### src/rtl/washer_manual_run_controller_top_macros.svh
// Assertion macros shared by the washer manual-run controller RTL.
`ifndef WASHER_MANUAL_RUN_CONTROLLER_TOP_MACROS_SVH
`define WASHER_MANUAL_RUN_CONTROLLER_TOP_MACROS_SVH

// Check that cons holds in the same cycle as ante.
`define WMRC_ASSERT_NOW(label, ante, cons) \
  label: assert property (@(posedge clk) disable iff (!rst_n) (ante) |-> (cons)) \
    else $error("wmrc assertion failed");

// Check that cons holds in the cycle after ante.
`define WMRC_ASSERT_NEXT(label, ante, cons) \
  label: assert property (@(posedge clk) disable iff (!rst_n) (ante) |=> (cons)) \
    else $error("wmrc assertion failed");

`endif

### src/rtl/wmrc_pkg.sv
// Package with codes and fixed constants of the washer manual-run controller.
package wmrc_pkg;

  localparam logic [7:0] LEVEL_DELAY      = 8'd10;
  localparam logic [7:0] TEMP_DELAY       = 8'd10;
  localparam logic [6:0] TICKS_PER_SECOND = 7'd50;
  localparam logic [15:0] SECONDS_MAX     = 16'hFFFF;

  typedef enum logic {
    OP_CTRL = 1'b0,
    OP_TICK = 1'b1
  } op_t;

  typedef enum logic [2:0] {
    CFG_LEVEL_THRESHOLD   = 3'd0,
    CFG_SOAP_START_LEVEL  = 3'd1,
    CFG_REFILL_DIFFERENCE = 3'd2,
    CFG_TEMP_THRESHOLD    = 3'd3,
    CFG_REHEAT_DIFFERENCE = 3'd4,
    CFG_WASH_RUN_SECONDS  = 3'd5,
    CFG_WASH_STOP_SECONDS = 3'd6,
    CFG_WASH_SPEED        = 3'd7
  } cfg_index_t;

  typedef enum logic [1:0] {
    DIR_OFF = 2'd0,
    DIR_FWD = 2'd1,
    DIR_REV = 2'd2
  } motor_dir_t;

  typedef enum logic [1:0] {
    PHASE_FWD   = 2'd0,
    PHASE_STOP1 = 2'd1,
    PHASE_REV   = 2'd2,
    PHASE_STOP2 = 2'd3
  } motor_phase_t;

  typedef struct packed {
    logic       flag;
    logic [7:0] count;
  } debounce_t;

endpackage

### src/rtl/washer_manual_run_controller_top.sv
// Top level of the washer manual-run controller: input stage, control pass and result register.
//
//   channel | ports                                   | direction
//   --------+-----------------------------------------+----------
//   in      | in_valid, in_stall, in_op .. in_want_*  | to block
//   out     | out_valid, out_stall, out_cold_valve .. | from block
//   cfg     | cfg_valid, cfg_ready, cfg_index, cfg_data | to block
//
// One transaction per cycle when not stalled; a result passes the input and result registers.
// The input register feeds one compare/count pass that updates state into the result register.
// Synchronous active-low reset clears configuration, flags, counters and the held outputs.
// A stalled output holds its result; the input register then fills and in_stall rises.
// cfg_ready is always high; write configuration only while no transaction is in flight.

`include "washer_manual_run_controller_top_macros.svh"

module washer_manual_run_controller_top
  import wmrc_pkg::*;
(
  input  logic        clk,
  input  logic        rst_n,
  // input channel
  input  logic        in_valid,
  output logic        in_stall,
  input  logic        in_op,
  input  logic [15:0] in_pressure,
  input  logic [7:0]  in_temperature,
  input  logic        in_paused,
  input  logic        in_want_wash,
  input  logic        in_want_cold,
  input  logic        in_want_hot,
  input  logic        in_want_supply_one,
  input  logic        in_want_supply_two,
  input  logic        in_want_supply_three,
  // result channel
  output logic        out_valid,
  input  logic        out_stall,
  output logic        out_cold_valve,
  output logic        out_hot_valve,
  output logic [2:0]  out_soap_pumps,
  output logic [1:0]  out_motor_dir,
  output logic [7:0]  out_motor_speed,
  output logic        out_drain_close_req,
  output logic        out_level_reached_out,
  output logic        out_temp_reached_out,
  output logic [1:0]  out_motor_phase_out,
  // configuration
  input  logic        cfg_valid,
  output logic        cfg_ready,
  input  logic [2:0]  cfg_index,
  input  logic [15:0] cfg_data
);

  function automatic debounce_t debounce(input logic flag, input logic [7:0] count,
                                         input logic cond, input logic [7:0] delay);
    debounce_t res;
    res.flag  = flag;
    res.count = 8'd0;
    if (cond) begin
      if (count == delay) begin
        res.flag  = ~flag;
      end else begin
        res.count = count + 8'd1;
      end
    end
    return res;
  endfunction

  // configuration registers
  logic [15:0] level_threshold_r, soap_start_level_r, refill_difference_r;
  logic [7:0]  temp_threshold_r, reheat_difference_r;
  logic [15:0] wash_run_seconds_r, wash_stop_seconds_r;
  logic [7:0]  wash_speed_r;

  // input stage
  logic        s1_valid_r;
  logic        s1_op_r;
  logic [15:0] s1_pressure_r;
  logic [7:0]  s1_temperature_r;
  logic        s1_paused_r, s1_wash_r, s1_cold_r, s1_hot_r;
  logic [2:0]  s1_supplies_r;

  // controller state; held outputs double as the result register
  logic        level_reached_r, level_reached_nxt;
  logic [7:0]  level_count_r, level_count_nxt;
  logic [7:0]  soap_count_r, soap_count_nxt;
  logic        temp_reached_r, temp_reached_nxt;
  logic [7:0]  temp_count_r, temp_count_nxt;
  logic [6:0]  tick_prescale_r, tick_prescale_nxt;
  logic [1:0]  motor_phase_r, motor_phase_nxt;
  logic [15:0] motor_seconds_r, motor_seconds_nxt;
  logic [15:0] motor_limit_r, motor_limit_nxt;
  logic        cold_r, cold_nxt, hot_r, hot_nxt;
  logic [2:0]  pumps_r, pumps_nxt;
  logic [1:0]  dir_r, dir_nxt;
  logic [7:0]  speed_r, speed_nxt;
  logic        drain_r, drain_nxt;
  logic        out_valid_r;

  logic        advance;
  logic        in_take;

  assign advance   = s1_valid_r && (!out_valid_r || !out_stall);
  assign in_stall  = s1_valid_r && !advance;
  assign in_take   = in_valid && !in_stall;
  assign cfg_ready = 1'b1;

  // control pass and tick handling
  always_comb begin
    logic [15:0] level_low;
    logic [7:0]  temp_low;
    logic [6:0]  pre_inc;
    logic [1:0]  phase_adv;
    logic        soap_ready;
    debounce_t   lvl_db, tmp_db;

    level_reached_nxt = level_reached_r;
    level_count_nxt   = level_count_r;
    soap_count_nxt    = soap_count_r;
    temp_reached_nxt  = temp_reached_r;
    temp_count_nxt    = temp_count_r;
    tick_prescale_nxt = tick_prescale_r;
    motor_phase_nxt   = motor_phase_r;
    motor_seconds_nxt = motor_seconds_r;
    motor_limit_nxt   = motor_limit_r;
    cold_nxt          = cold_r;
    hot_nxt           = hot_r;
    pumps_nxt         = pumps_r;
    dir_nxt           = dir_r;
    speed_nxt         = speed_r;
    drain_nxt         = 1'b0;

    level_low = (level_threshold_r >= refill_difference_r) ?
                level_threshold_r - refill_difference_r : 16'd0;
    temp_low  = (temp_threshold_r >= reheat_difference_r) ?
                temp_threshold_r - reheat_difference_r : 8'd0;
    pre_inc   = tick_prescale_r + 7'd1;
    phase_adv = motor_phase_r + 2'd1;
    soap_ready = 1'b0;
    lvl_db    = '0;
    tmp_db    = '0;

    if (s1_op_r == OP_TICK) begin
      if (!s1_paused_r) begin
        tick_prescale_nxt = pre_inc;
        if (pre_inc >= TICKS_PER_SECOND) begin
          tick_prescale_nxt = 7'd0;
          if (s1_wash_r && motor_seconds_r < SECONDS_MAX) begin
            motor_seconds_nxt = motor_seconds_r + 16'd1;
          end
        end
      end else begin
        tick_prescale_nxt = 7'd0;
      end
    end else begin
      // level hysteresis; soap count follows the flag before this pass
      if (!level_reached_r) begin
        lvl_db = debounce(level_reached_r, level_count_r,
                          s1_pressure_r >= level_threshold_r, LEVEL_DELAY);
        if (s1_pressure_r >= soap_start_level_r) begin
          if (soap_count_r < LEVEL_DELAY) soap_count_nxt = soap_count_r + 8'd1;
        end else begin
          soap_count_nxt = 8'd0;
        end
      end else begin
        lvl_db = debounce(level_reached_r, level_count_r,
                          s1_pressure_r <= level_low, LEVEL_DELAY);
        soap_count_nxt = LEVEL_DELAY;
      end
      level_reached_nxt = lvl_db.flag;
      level_count_nxt   = lvl_db.count;

      if (!temp_reached_r) begin
        tmp_db = debounce(temp_reached_r, temp_count_r,
                          s1_temperature_r >= temp_threshold_r, TEMP_DELAY);
      end else begin
        tmp_db = debounce(temp_reached_r, temp_count_r,
                          s1_temperature_r <= temp_low, TEMP_DELAY);
      end
      temp_reached_nxt = tmp_db.flag;
      temp_count_nxt   = tmp_db.count;

      // advance the motor phase once its time is up
      if (motor_seconds_r >= motor_limit_r) begin
        motor_seconds_nxt = 16'd0;
        motor_phase_nxt   = phase_adv;
        motor_limit_nxt   = phase_adv[0] ? wash_stop_seconds_r : wash_run_seconds_r;
      end

      if (!s1_paused_r) begin
        soap_ready = soap_count_nxt >= LEVEL_DELAY;
        cold_nxt   = 1'b0;
        hot_nxt    = 1'b0;
        pumps_nxt  = 3'd0;
        dir_nxt    = DIR_OFF;
        speed_nxt  = 8'd0;
        if (!level_reached_nxt) begin
          cold_nxt = s1_cold_r || (s1_supplies_r != 3'd0 && !soap_ready);
          hot_nxt  = s1_hot_r;
          if (soap_ready) pumps_nxt = s1_supplies_r;
        end
        if (s1_wash_r) begin
          if (motor_phase_nxt == PHASE_FWD) begin
            dir_nxt = DIR_FWD;
          end else if (motor_phase_nxt == PHASE_REV) begin
            dir_nxt = DIR_REV;
          end
          speed_nxt = wash_speed_r;
        end else begin
          motor_seconds_nxt = 16'd0;
        end
        drain_nxt = s1_cold_r || s1_hot_r || (s1_supplies_r != 3'd0);
      end else begin
        // pause drops every held output
        cold_nxt  = 1'b0;
        hot_nxt   = 1'b0;
        pumps_nxt = 3'd0;
        dir_nxt   = DIR_OFF;
        speed_nxt = 8'd0;
      end
    end
  end

  always_ff @(posedge clk) begin
    if (!rst_n) begin
      level_threshold_r   <= '0;
      soap_start_level_r  <= '0;
      refill_difference_r <= '0;
      temp_threshold_r    <= '0;
      reheat_difference_r <= '0;
      wash_run_seconds_r  <= '0;
      wash_stop_seconds_r <= '0;
      wash_speed_r        <= '0;
    end else if (cfg_valid && cfg_ready) begin
      unique case (cfg_index_t'(cfg_index))
        CFG_LEVEL_THRESHOLD:   level_threshold_r   <= cfg_data;
        CFG_SOAP_START_LEVEL:  soap_start_level_r  <= cfg_data;
        CFG_REFILL_DIFFERENCE: refill_difference_r <= cfg_data;
        CFG_TEMP_THRESHOLD:    temp_threshold_r    <= cfg_data[7:0];
        CFG_REHEAT_DIFFERENCE: reheat_difference_r <= cfg_data[7:0];
        CFG_WASH_RUN_SECONDS:  wash_run_seconds_r  <= cfg_data;
        CFG_WASH_STOP_SECONDS: wash_stop_seconds_r <= cfg_data;
        CFG_WASH_SPEED:        wash_speed_r        <= cfg_data[7:0];
        default: ;
      endcase
    end
  end

  // input register
  always_ff @(posedge clk) begin
    if (!rst_n) begin
      s1_valid_r <= 1'b0;
    end else if (in_take) begin
      s1_valid_r <= 1'b1;
    end else if (advance) begin
      s1_valid_r <= 1'b0;
    end
  end

  always_ff @(posedge clk) begin
    if (in_take) begin
      s1_op_r          <= in_op;
      s1_pressure_r    <= in_pressure;
      s1_temperature_r <= in_temperature;
      s1_paused_r      <= in_paused;
      s1_wash_r        <= in_want_wash;
      s1_cold_r        <= in_want_cold;
      s1_hot_r         <= in_want_hot;
      s1_supplies_r    <= {in_want_supply_three, in_want_supply_two, in_want_supply_one};
    end
  end

  // state and result register
  always_ff @(posedge clk) begin
    if (!rst_n) begin
      level_reached_r <= 1'b0;
      level_count_r   <= '0;
      soap_count_r    <= '0;
      temp_reached_r  <= 1'b0;
      temp_count_r    <= '0;
      tick_prescale_r <= '0;
      motor_phase_r   <= PHASE_FWD;
      motor_seconds_r <= '0;
      motor_limit_r   <= '0;
      cold_r          <= 1'b0;
      hot_r           <= 1'b0;
      pumps_r         <= '0;
      dir_r           <= DIR_OFF;
      speed_r         <= '0;
      drain_r         <= 1'b0;
      out_valid_r     <= 1'b0;
    end else begin
      if (advance) begin
        level_reached_r <= level_reached_nxt;
        level_count_r   <= level_count_nxt;
        soap_count_r    <= soap_count_nxt;
        temp_reached_r  <= temp_reached_nxt;
        temp_count_r    <= temp_count_nxt;
        tick_prescale_r <= tick_prescale_nxt;
        motor_phase_r   <= motor_phase_nxt;
        motor_seconds_r <= motor_seconds_nxt;
        motor_limit_r   <= motor_limit_nxt;
        cold_r          <= cold_nxt;
        hot_r           <= hot_nxt;
        pumps_r         <= pumps_nxt;
        dir_r           <= dir_nxt;
        speed_r         <= speed_nxt;
        drain_r         <= drain_nxt;
        out_valid_r     <= 1'b1;
      end else if (!out_stall) begin
        out_valid_r     <= 1'b0;
      end
    end
  end

  assign out_valid             = out_valid_r;
  assign out_cold_valve        = cold_r;
  assign out_hot_valve         = hot_r;
  assign out_soap_pumps        = pumps_r;
  assign out_motor_dir         = dir_r;
  assign out_motor_speed       = speed_r;
  assign out_drain_close_req   = drain_r;
  assign out_level_reached_out = level_reached_r;
  assign out_temp_reached_out  = temp_reached_r;
  assign out_motor_phase_out   = motor_phase_r;

  `WMRC_ASSERT_NEXT(a_pause_clears, advance && s1_op_r == OP_CTRL && s1_paused_r,
    !cold_r && !hot_r && pumps_r == 3'd0 && dir_r == DIR_OFF && speed_r == 8'd0 && !drain_r)
  `WMRC_ASSERT_NEXT(a_tick_no_drain, advance && s1_op_r == OP_TICK, !drain_r)
  `WMRC_ASSERT_NOW(a_pumps_need_fill, pumps_r != 3'd0, !level_reached_r)
  `WMRC_ASSERT_NOW(a_prescale_range, 1'b1, tick_prescale_r < TICKS_PER_SECOND)
  `WMRC_ASSERT_NOW(a_stall_needs_item, in_stall, s1_valid_r && out_valid_r)

endmodule
### config.mk
export PLATFORM = sky130hd
export DESIGN_NAME = washer_manual_run_controller_top
export DESIGN_NICKNAME = d
export VERILOG_FILES = /design/src/rtl/wmrc_pkg.sv /design/src/rtl/washer_manual_run_controller_top.sv
export VERILOG_INCLUDE_DIRS = /design/src /design/src/rtl
export SDC_FILE = /design/constraint.sdc
export NUM_CORES = 1
export LEC_CHECK = 0
export BUFFER_PORTS_ARGS = -buffer_cell sky130_fd_sc_hd__buf_2
export CORE_ASPECT_RATIO = 0.6
export CORE_MARGIN = 2
export CORE_UTILIZATION = 33
export CTS_CLUSTER_SIZE = 25
export DETAILED_ROUTE_END_ITERATION = 7
export PLACE_DENSITY_LB_ADDON = 0.12
export SLEW_MARGIN = 20
export SYNTH_ARGS = -nofsm -noshare
export SYNTH_HDL_FRONTEND = slang
export SYNTH_SLANG_ARGS = --single-unit
### constraint.sdc
create_clock -name clk -period 7.7 [get_ports clk]
set_clock_uncertainty 0.2 [all_clocks]
set_input_delay 0.385 -clock clk [delete_from_list [all_inputs] [get_ports clk]]
set_output_delay 0.385 -clock clk [all_outputs]
set_load 0.02 [all_outputs]
==> metrics.md, run 1 <==
| Metric | Value |
|---|---|
| Post-CTS Setup Repair Bufs | 0 |
| Worst Tran Pin Value | 1.06 ns |
| Final design instance area without fill | 0.0142 mm^2 |
| RR Endpoint | level_count_r[4] |
| Worst hold path stage count | 3 |
| Worst path arrival time | 5.24 ns |
| Core area | 0.0361 mm^2 |
| Worst Hold End | soap_start_level_r[4] |
| Synth Cell Area | around 0.012 mm^2 |
| DRC Markers | 0 |
| Nets | approximately 1700 |
| Die Ht | ~150 um |
| HP Start | cfg_data[4] |
| Asr flop ratio synth | 0% |
| Via count | about 10000 |
| Vias in the first global route | approximately 9900 |
| Final Setup Violations | 0 |
| H-tree levels | 1 |
| WL final | roughly 36000 um |
| EDFF count, synth | 32 |
| RSZ-0062 raised after global routing | false |
| Die Span X | approximately 250 um |
| Synthesis-to-finish area growth | 17.6% |
| Clock Pin Slew Worst Setup and Hold Paths | around 0.060 ns |
| Slew headroom | 28.9% |
| Worst skew pair latency | roughly 0.54 ns |
| CTS tree | built |
| Crit path launch type | flip-flop |
| Post-layout minimum cycle time | 5.02 ns |
| Internal reg-to-reg setup slack | about 2.7 ns |
| Cells after synthesis | 1453 |
| Post-DP HPWL | about 26000 um |
| Synth Register Bits | ~220 |
| Clock sink total | about 220 |
| Gpl congestion | roughly 0.86 |
| WL/cell | around 18 um |
| Port-buffer cells | between 70 and 80 |
| Site Rows | 54 |
| Post-CTS resize count | 0 |
| Initial antenna violation count | 0 |
| YS warnings | 0 |
| RR Startpoint | level_threshold_r[0] |
| Status | finished, final reports clean |
| Syn_nets | approximately 1600 |
| Layout cells sized above 1 | a little under a tenth |
| Commonest non-fill, non-tap cell in the layout | nand2_1 |
| N_diodes | 0 |
| Reg2reg path depth | 19 |
| Total CTS buffers | 24 |
| Final period utilization | between 60% and 70% |
| Largest fanout on the critical path | 15 |
| Crit path kind | flip-flop to flip-flop |
| Fmax achieved | approximately 0.20 GHz |
| Worst vdd ir | about 0.16 mV |
| CTS Buffer Depth | 3 |
| Final ANT Viol Nets | 0 |
| Hold crit path type | input port to flip-flop |
| Setup TNS Final | 0 ns |
| I/O pin count | around 80 |
| Predominant post-synthesis flop cell | dfxtp_1 |
| P_leak | between 5 and 6 nW |
| Met3 routed WL | 1520 um |
| Top cells by area, synth | dfxtp_1, ha_1, nand2_1, edfxtp_1, a21oi_1 |
| Final Max Tran Viols | 0 |
| Final setup margin | 2.68 ns |
| Initial Utilization | 33.3% |
| First-pass GRT wire length | 57200 um |
| Top Layer Used | met4 |
| Met2 wire length | between 10000 and 15000 um |
| Pre-CTS setup slack | around 2.7 ns |
| Pwr dens | slightly above 200 mW/mm^2 |
| Vias/cell | approximately 5.1 |
| Placed inst area | 0.0129 mm^2 |
| Post-synth top area cell | dfxtp_1 |
| Largest net degree at the start of global routing | between 80 and 90 |
| Met1 Wirelength | about 20000 um |
| Die area | about 0.038 mm^2 |
| Post-synthesis sequential area ratio | about two fifths |
| DRT Pass-1 Iters | 5 |
| Area share of the largest cell type after synthesis | between 30% and 40% |
| Synth unique cells | 73 |
| CTS Root Cell | clkbuf_16 |
| Commonest cells after routing, fill and taps aside | nand2_1, dfxtp_1, a21oi_1 |
| Maxcap violations | 0 |
| Starting DRT DRC Count | ~720 |
| Crit path required time | around 7.9 ns |
| CTS Hold Buffers Added | 47 |
| Syn avg cell area | just over 8 um^2 |
| Total global routing overflow | 0 |
| Final hold vios | 0 |
| Endpoint class of the critical path | flip-flop |
| GRT Overall Usage | between 10% and 20% |
per-stage QoR:
step | hold WS (ns) | util (%) | power, mW | cells
floorplan | 0.230 | - | 1.56 | 1453
global placement | 0.242 | 35.7 | 1.69 | 1960
detailed placement | 0.245 | 35.7 | 1.70 | 1960
CTS | 0.00653 | 39.1 | 2.90 | 2051
global route | 0.0195 | 39.2 | 3.01 | 2051
finish | 0.0288 | 39.2 | 2.87 | 2051
Yosys cell counts (3+ instances only):
cell       number
nor2_1         61
a31oi_1         4
clkbuf_1       44
a21o_1         16
and3_1         17
buf_1           3
a211oi_1       13
nand4_1        12
o211ai_1        5
mux2i_1        17
or3_1          11
xor2_1         11
o2bb2ai_1       5
clkbuf_2        8
inv_1          99
o21a_1          8
nor4_1          5
o31a_1          3
nand3_1        47
xnor2_1        13
a21oi_1       149
ha_1          112
nand2_1       314
a32o_1          3
nor3b_1         4
edfxtp_1       32
o22a_1          8
nor2b_1        18
nand2b_1       23
o211a_1        15
nor4b_1         5
a41oi_1         4
o21ai_0        53
o32ai_1         4
o311a_1         3
a211o_1         4
o31ai_1         8
and2_1         10
a221o_1         4
o2111ai_1       3
nor3_1         21
dfxtp_1       189
a21boi_0       14
o21bai_1        7
critical path: stages, from the launching register on:
cell and delay [ns]:
dfxtp_1 0.33, inv_1 0.07, ha_1 0.17, inv_1 0.06
fa_1 0.42, a211oi_1 0.40, o21ai_0 0.16, a21oi_1 0.34
o211ai_1 0.14, nand3_1 0.13, o2bb2ai_1 0.41, nand2b_1 0.21
ha_1 0.15, nand3_1 0.13, nor4_1 0.31, a21boi_0 0.21
o31a_1 0.25, o31a_1 0.33, nor2_1 0.17, a221o_1 0.31
power breakdown:
part           switching (mW)  internal (mW)  total [mW]
Sequential             0.0298           1.21        1.24
Combinational           0.274          0.181       0.455
Clock                   0.495          0.679        1.17
Total                   0.799           2.07        2.87
layer usage:
layer | vias to the layer above | GRT usage [%]
met1 | 4914 | 29.7
met3 | 36 | 2.66
met5 | - | 0
li1 | 5301 | -
met4 | 0 | 3.51
met2 | 183 | 27.3
registers in the layout, indices dropped and copies added, names as in the netlist, 16 cells and up:
register             flops
level_threshold_r       16
motor_limit_r           16
motor_seconds_r         16
refill_difference_r     16
s1_pressure_r           16
soap_start_level_r      16
wash_run_seconds_r      16
wash_stop_seconds_r     16
final cells by class:
cell class | instances | area, um^2
clock buffers | 32 | 671
clock inverters | 12 | 118
fillers | 3636 | 22000
inverters | 99 | 373
multi-input cells | 1074 | 6700
flip-flops and latches | 221 | 4740
well taps | 476 | 596
repair buffers | 137 | 953
worst max path at each step:
stage	from	slack (ns)	endpoint
after floorplan	level_threshold_r[0]	3.45	level_count_r[1]
after global placement	level_threshold_r[0]	2.87	level_count_r[2]
after detailed placement	level_threshold_r[0]	2.72	level_count_r[2]
after CTS	level_threshold_r[0]	2.68	level_count_r[4]
after global routing	level_threshold_r[0]	2.30	level_count_r[4]
final	level_threshold_r[0]	2.68	level_count_r[4]
kinds of logic after synthesis:
group | share of synthesized area [%]
mux | 1.41
buf+inv | 5.14
compound gates | 19.2
fa+ha+maj | 12.0
xor+xnor | 1.75
other cells | 0.0312
flops | 39.4
simple gates | 21.1
Note: power is estimated with default switching activity, not from simulation.
==> inputs of run 2 (changes only) <==
ABC_AREA = 1   (was default)
clock period = 5.1 ns   (was 7.7 ns; I/O delays follow)
==> metrics.md, run 2 <==
| Metric | Value |
|---|---|
| Via count | between 10000 and 15000 |
| Total CTS buffers | 25 |
| Buf/Inv on CP | 2 |
| Internal reg-to-reg setup slack | between 0.4 and 0.5 ns |
| Site Rows | 53 |
| N_diodes | 0 |
| Gpl congestion | slightly below 0.9 |
| Syn avg cell area | 7.65 um^2 |
| Vias in the first global route | about 9800 |
| Starting DRT DRC Count | between 700 and 800 |
| YS warnings | 0 |
| Commonest cells after routing, fill and taps aside | nand2_1, inv_1, dfxtp_1 |
| Worst path arrival time | between 4 and 5 ns |
| Largest net degree at the start of global routing | 83 |
| Synth Cell Area | approximately 0.012 mm^2 |
| Status | finished, final reports clean |
| I/O pin count | between 70 and 80 |
| Post-synthesis sequential area ratio | roughly two fifths |
| Area share of the largest cell type after synthesis | approximately a third |
| Nets | 1831 |
| Critical-path cell list | inv_1 > ha_1 > nand2_1 > nor4_1 > nand4_1 > nand3_2 > nand3_1 > ha_1 > nand2_1 > inv_1 > nand3_1 > nor3_1 > nand3_1 > a31oi_1 > nand3_1 > a21oi_1 |
| Crit path kind | flip-flop to flip-flop |
| Worst skew pair latency | approximately 0.55 ns |
| Slew headroom | between 30% and 40% |
| Layout cells sized above 1 | under 10% |
| Pre-CTS setup slack | roughly 0.57 ns |
| Sequential cell area | 0.00474 mm^2 |
| Max incr delay on CP | about 0.71 ns |
| Post-CTS Setup Repair Bufs | 0 |
| CTS tree | built |
| Final ANT Viol Nets | 0 |
| Syn_nets | approximately 1700 |
| GRT Overall Usage | 17.9% |
| DRC Markers | 0 |
| Final Max Tran Viols | 0 |
| Asr flop ratio synth | 0% |
| Synth Register Bits | 221 |
| Final Setup Violations | 0 |
| Fillcell total | ~3700 |
| Worst vdd ir | about 0.23 mV |
| Commonest non-fill, non-tap cell in the layout | nand2_1 |
| WL final | 33400 um |
| P_leak | 5.85 nW |
| CTS Root Cell | clkbuf_16 |
| Worst Tran Pin Value | about 1.0 ns |
| Die Ht | 151 um |
| EDFF count, synth | 32 |
| Levels on crit path | 16 |
| Setup TNS Final | 0 ns |
| Reg2reg path depth | 16 |
| Post-synth top cells | nand2_1, inv_1, dfxtp_1, a21oi_1, o21ai_0 |
| Clock Pin Slew Worst Setup and Hold Paths | approximately 0.070 ns |
| Core area | around 0.035 mm^2 |
| Post-layout minimum cycle time | 4.66 ns |
| Pwr dens | between 300 and 400 mW/mm^2 |
| CP max stage cell | nor4_1 |
| First-pass GRT wire length | ~53000 um |
| WL/cell | about 16 um |
| Clock sink total | between 200 and 250 |
| Synth unique cells | 51 |
| Hold crit path type | input port to flip-flop |
| Final Util | 39.7% |
| Initial antenna violation count | 0 |
| Port-buffer cells | 77 |
| Predominant post-synthesis flop cell | dfxtp_1 |
| Post-CTS resize count | 0 |
| Post-DP HPWL | 23800 um |
| Largest fanout on the critical path | 16 |
| Fmax achieved | ~0.21 GHz |
| Top cells by area, synth | dfxtp_1, ha_1, edfxtp_1, a21oi_1, nand2_1 |
| Crit path required time | approximately 5.4 ns |
| Final period utilization | between 90% and 100% |
| Total global routing overflow | 0 |
| RR Endpoint | level_count_r[0] |
| Post-synth top area cell | dfxtp_1 |
| Maxcap violations | 0 |
| Final hold vios | 0 |
| Critical Path Most Common Cell | nand3_1 |
| Crit path launch type | flip-flop |
| H-tree levels | 1 |
| Synthesis-to-finish area growth | 17.6% |
| Cells after synthesis | about 1600 |
| Die Span X | 249 um |
| Vias/cell | roughly 4.9 |
| RSZ-0062 raised after global routing | false |
| Top-count cell post-synth | nand2_1 |
| Die area | approximately 0.038 mm^2 |
| RR Startpoint | refill_difference_r[13] |
| Initial Utilization | between 30% and 40% |
| Footprint of the multi-input gates | just over 0.006 mm^2 |
| Endpoint class of the critical path | flip-flop |
| CP top delay family | simple AND/OR/NAND/NOR gates |
| DRT Pass-1 Iters | 5 |
| Crit path to | level_count_r[0] |
| Final setup margin | approximately 0.44 ns |
| Worst Setup SP | refill_difference_r[13] |
| CTS Buffer Depth | 3 |
## run 2: where the power goes
group | internal (mW) | total, mW | switching [mW] | leakage, nW
registers | 1.84 | 1.90 | 0.0560 | 1.85
clock network | 1.09 | 1.83 | 0.747 | 0.402
logic | 0.293 | 0.812 | 0.519 | 3.60
## run 2: stage by stage
| stage | hold slack, ns | area (um^2) | cells | total power [mW] |
|---|---|---|---|---|
| 2_1_floorplan | 0.154 | 11900 | 1556 | 2.49 |
| 3_3_place_gp | 0.232 | 12700 | 2050 | 2.71 |
| 3_5_place_dp | 0.233 | 12700 | 2050 | 2.72 |
| 4_1_cts | 0.00522 | 14000 | 2147 | 4.61 |
| 5_1_grt | 0.0299 | 14000 | 2147 | 4.82 |
| 6_report | 0.0267 | 14000 | 2147 | 4.54 |
## run 2: layout make-up
type / instances / share of cell area [%]
sequential: 221 / 33.9
timing repair buffer: 133 / 6.69
inverter: 202 / 5.44
tap: 467 / 4.18
multi-input combinational: 1078 / 43.9
clock inverter: 11 / 0.966
clock buffer: 35 / 4.88
## run 2: cells by family after synthesis
family / share of synthesized area (%)
buffers and inverters: 8.46
adder cells (fa/ha/maj): 12.1
flip-flops: 39.9
other: 0.0315
XOR/XNOR: 1.32
AND/OR/NAND/NOR: 19.1
AO/OA/AOI/OAI: 19.1
## run 2: per-layer routing
metal | part of all wire [%] | wire length, um | global-route usage [%]
met5 | 0 | 0 | 0
met4 | 1.4 | 479 | 3.04
met3 | 4.8 | 1600 | 2.85
met2 | 40 | 13300 | 26.7
met1 | 54 | 18100 | 27.2
## run 2: worst reg2reg max path, stage by stage (launching register included)
cell and delay, ns:
dfxtp_1 0.30, inv_1 0.05, ha_1 0.38, nand2_1 0.14, nor4_1 0.71, nand4_1 0.37
nand3_2 0.38, nand3_1 0.14, ha_1 0.31, nand2_1 0.05, inv_1 0.05, nand3_1 0.09
nor3_1 0.24, nand3_1 0.14, a31oi_1 0.68, nand3_1 0.19, a21oi_1 0.16
## run 2: worst min path at each step
| stage | slack (ns) | end | cells after the start | startpoint |
|---|---|---|---|---|
| 6_report | 0.03 | refill_difference_r[0] | 5 | cfg_index[1] |
| 5_1_grt | 0.03 | refill_difference_r[0] | 5 | cfg_index[1] |
| 4_1_cts | 0.005 | refill_difference_r[0] | 5 | cfg_index[1] |
| 3_5_place_dp | 0.23 | s1_temperature_r[2] | 1 | in_temperature[2] |
| 3_3_place_gp | 0.23 | s1_temperature_r[3] | 1 | in_temperature[3] |
| 2_1_floorplan | 0.15 | s1_cold_r | 0 | in_want_cold |
## run 2: repair_timing
action,in CTS,in global routing
hold buffers,51,0
setup endpoints to repair,0,0
endpoints found under the hold margin,138,0
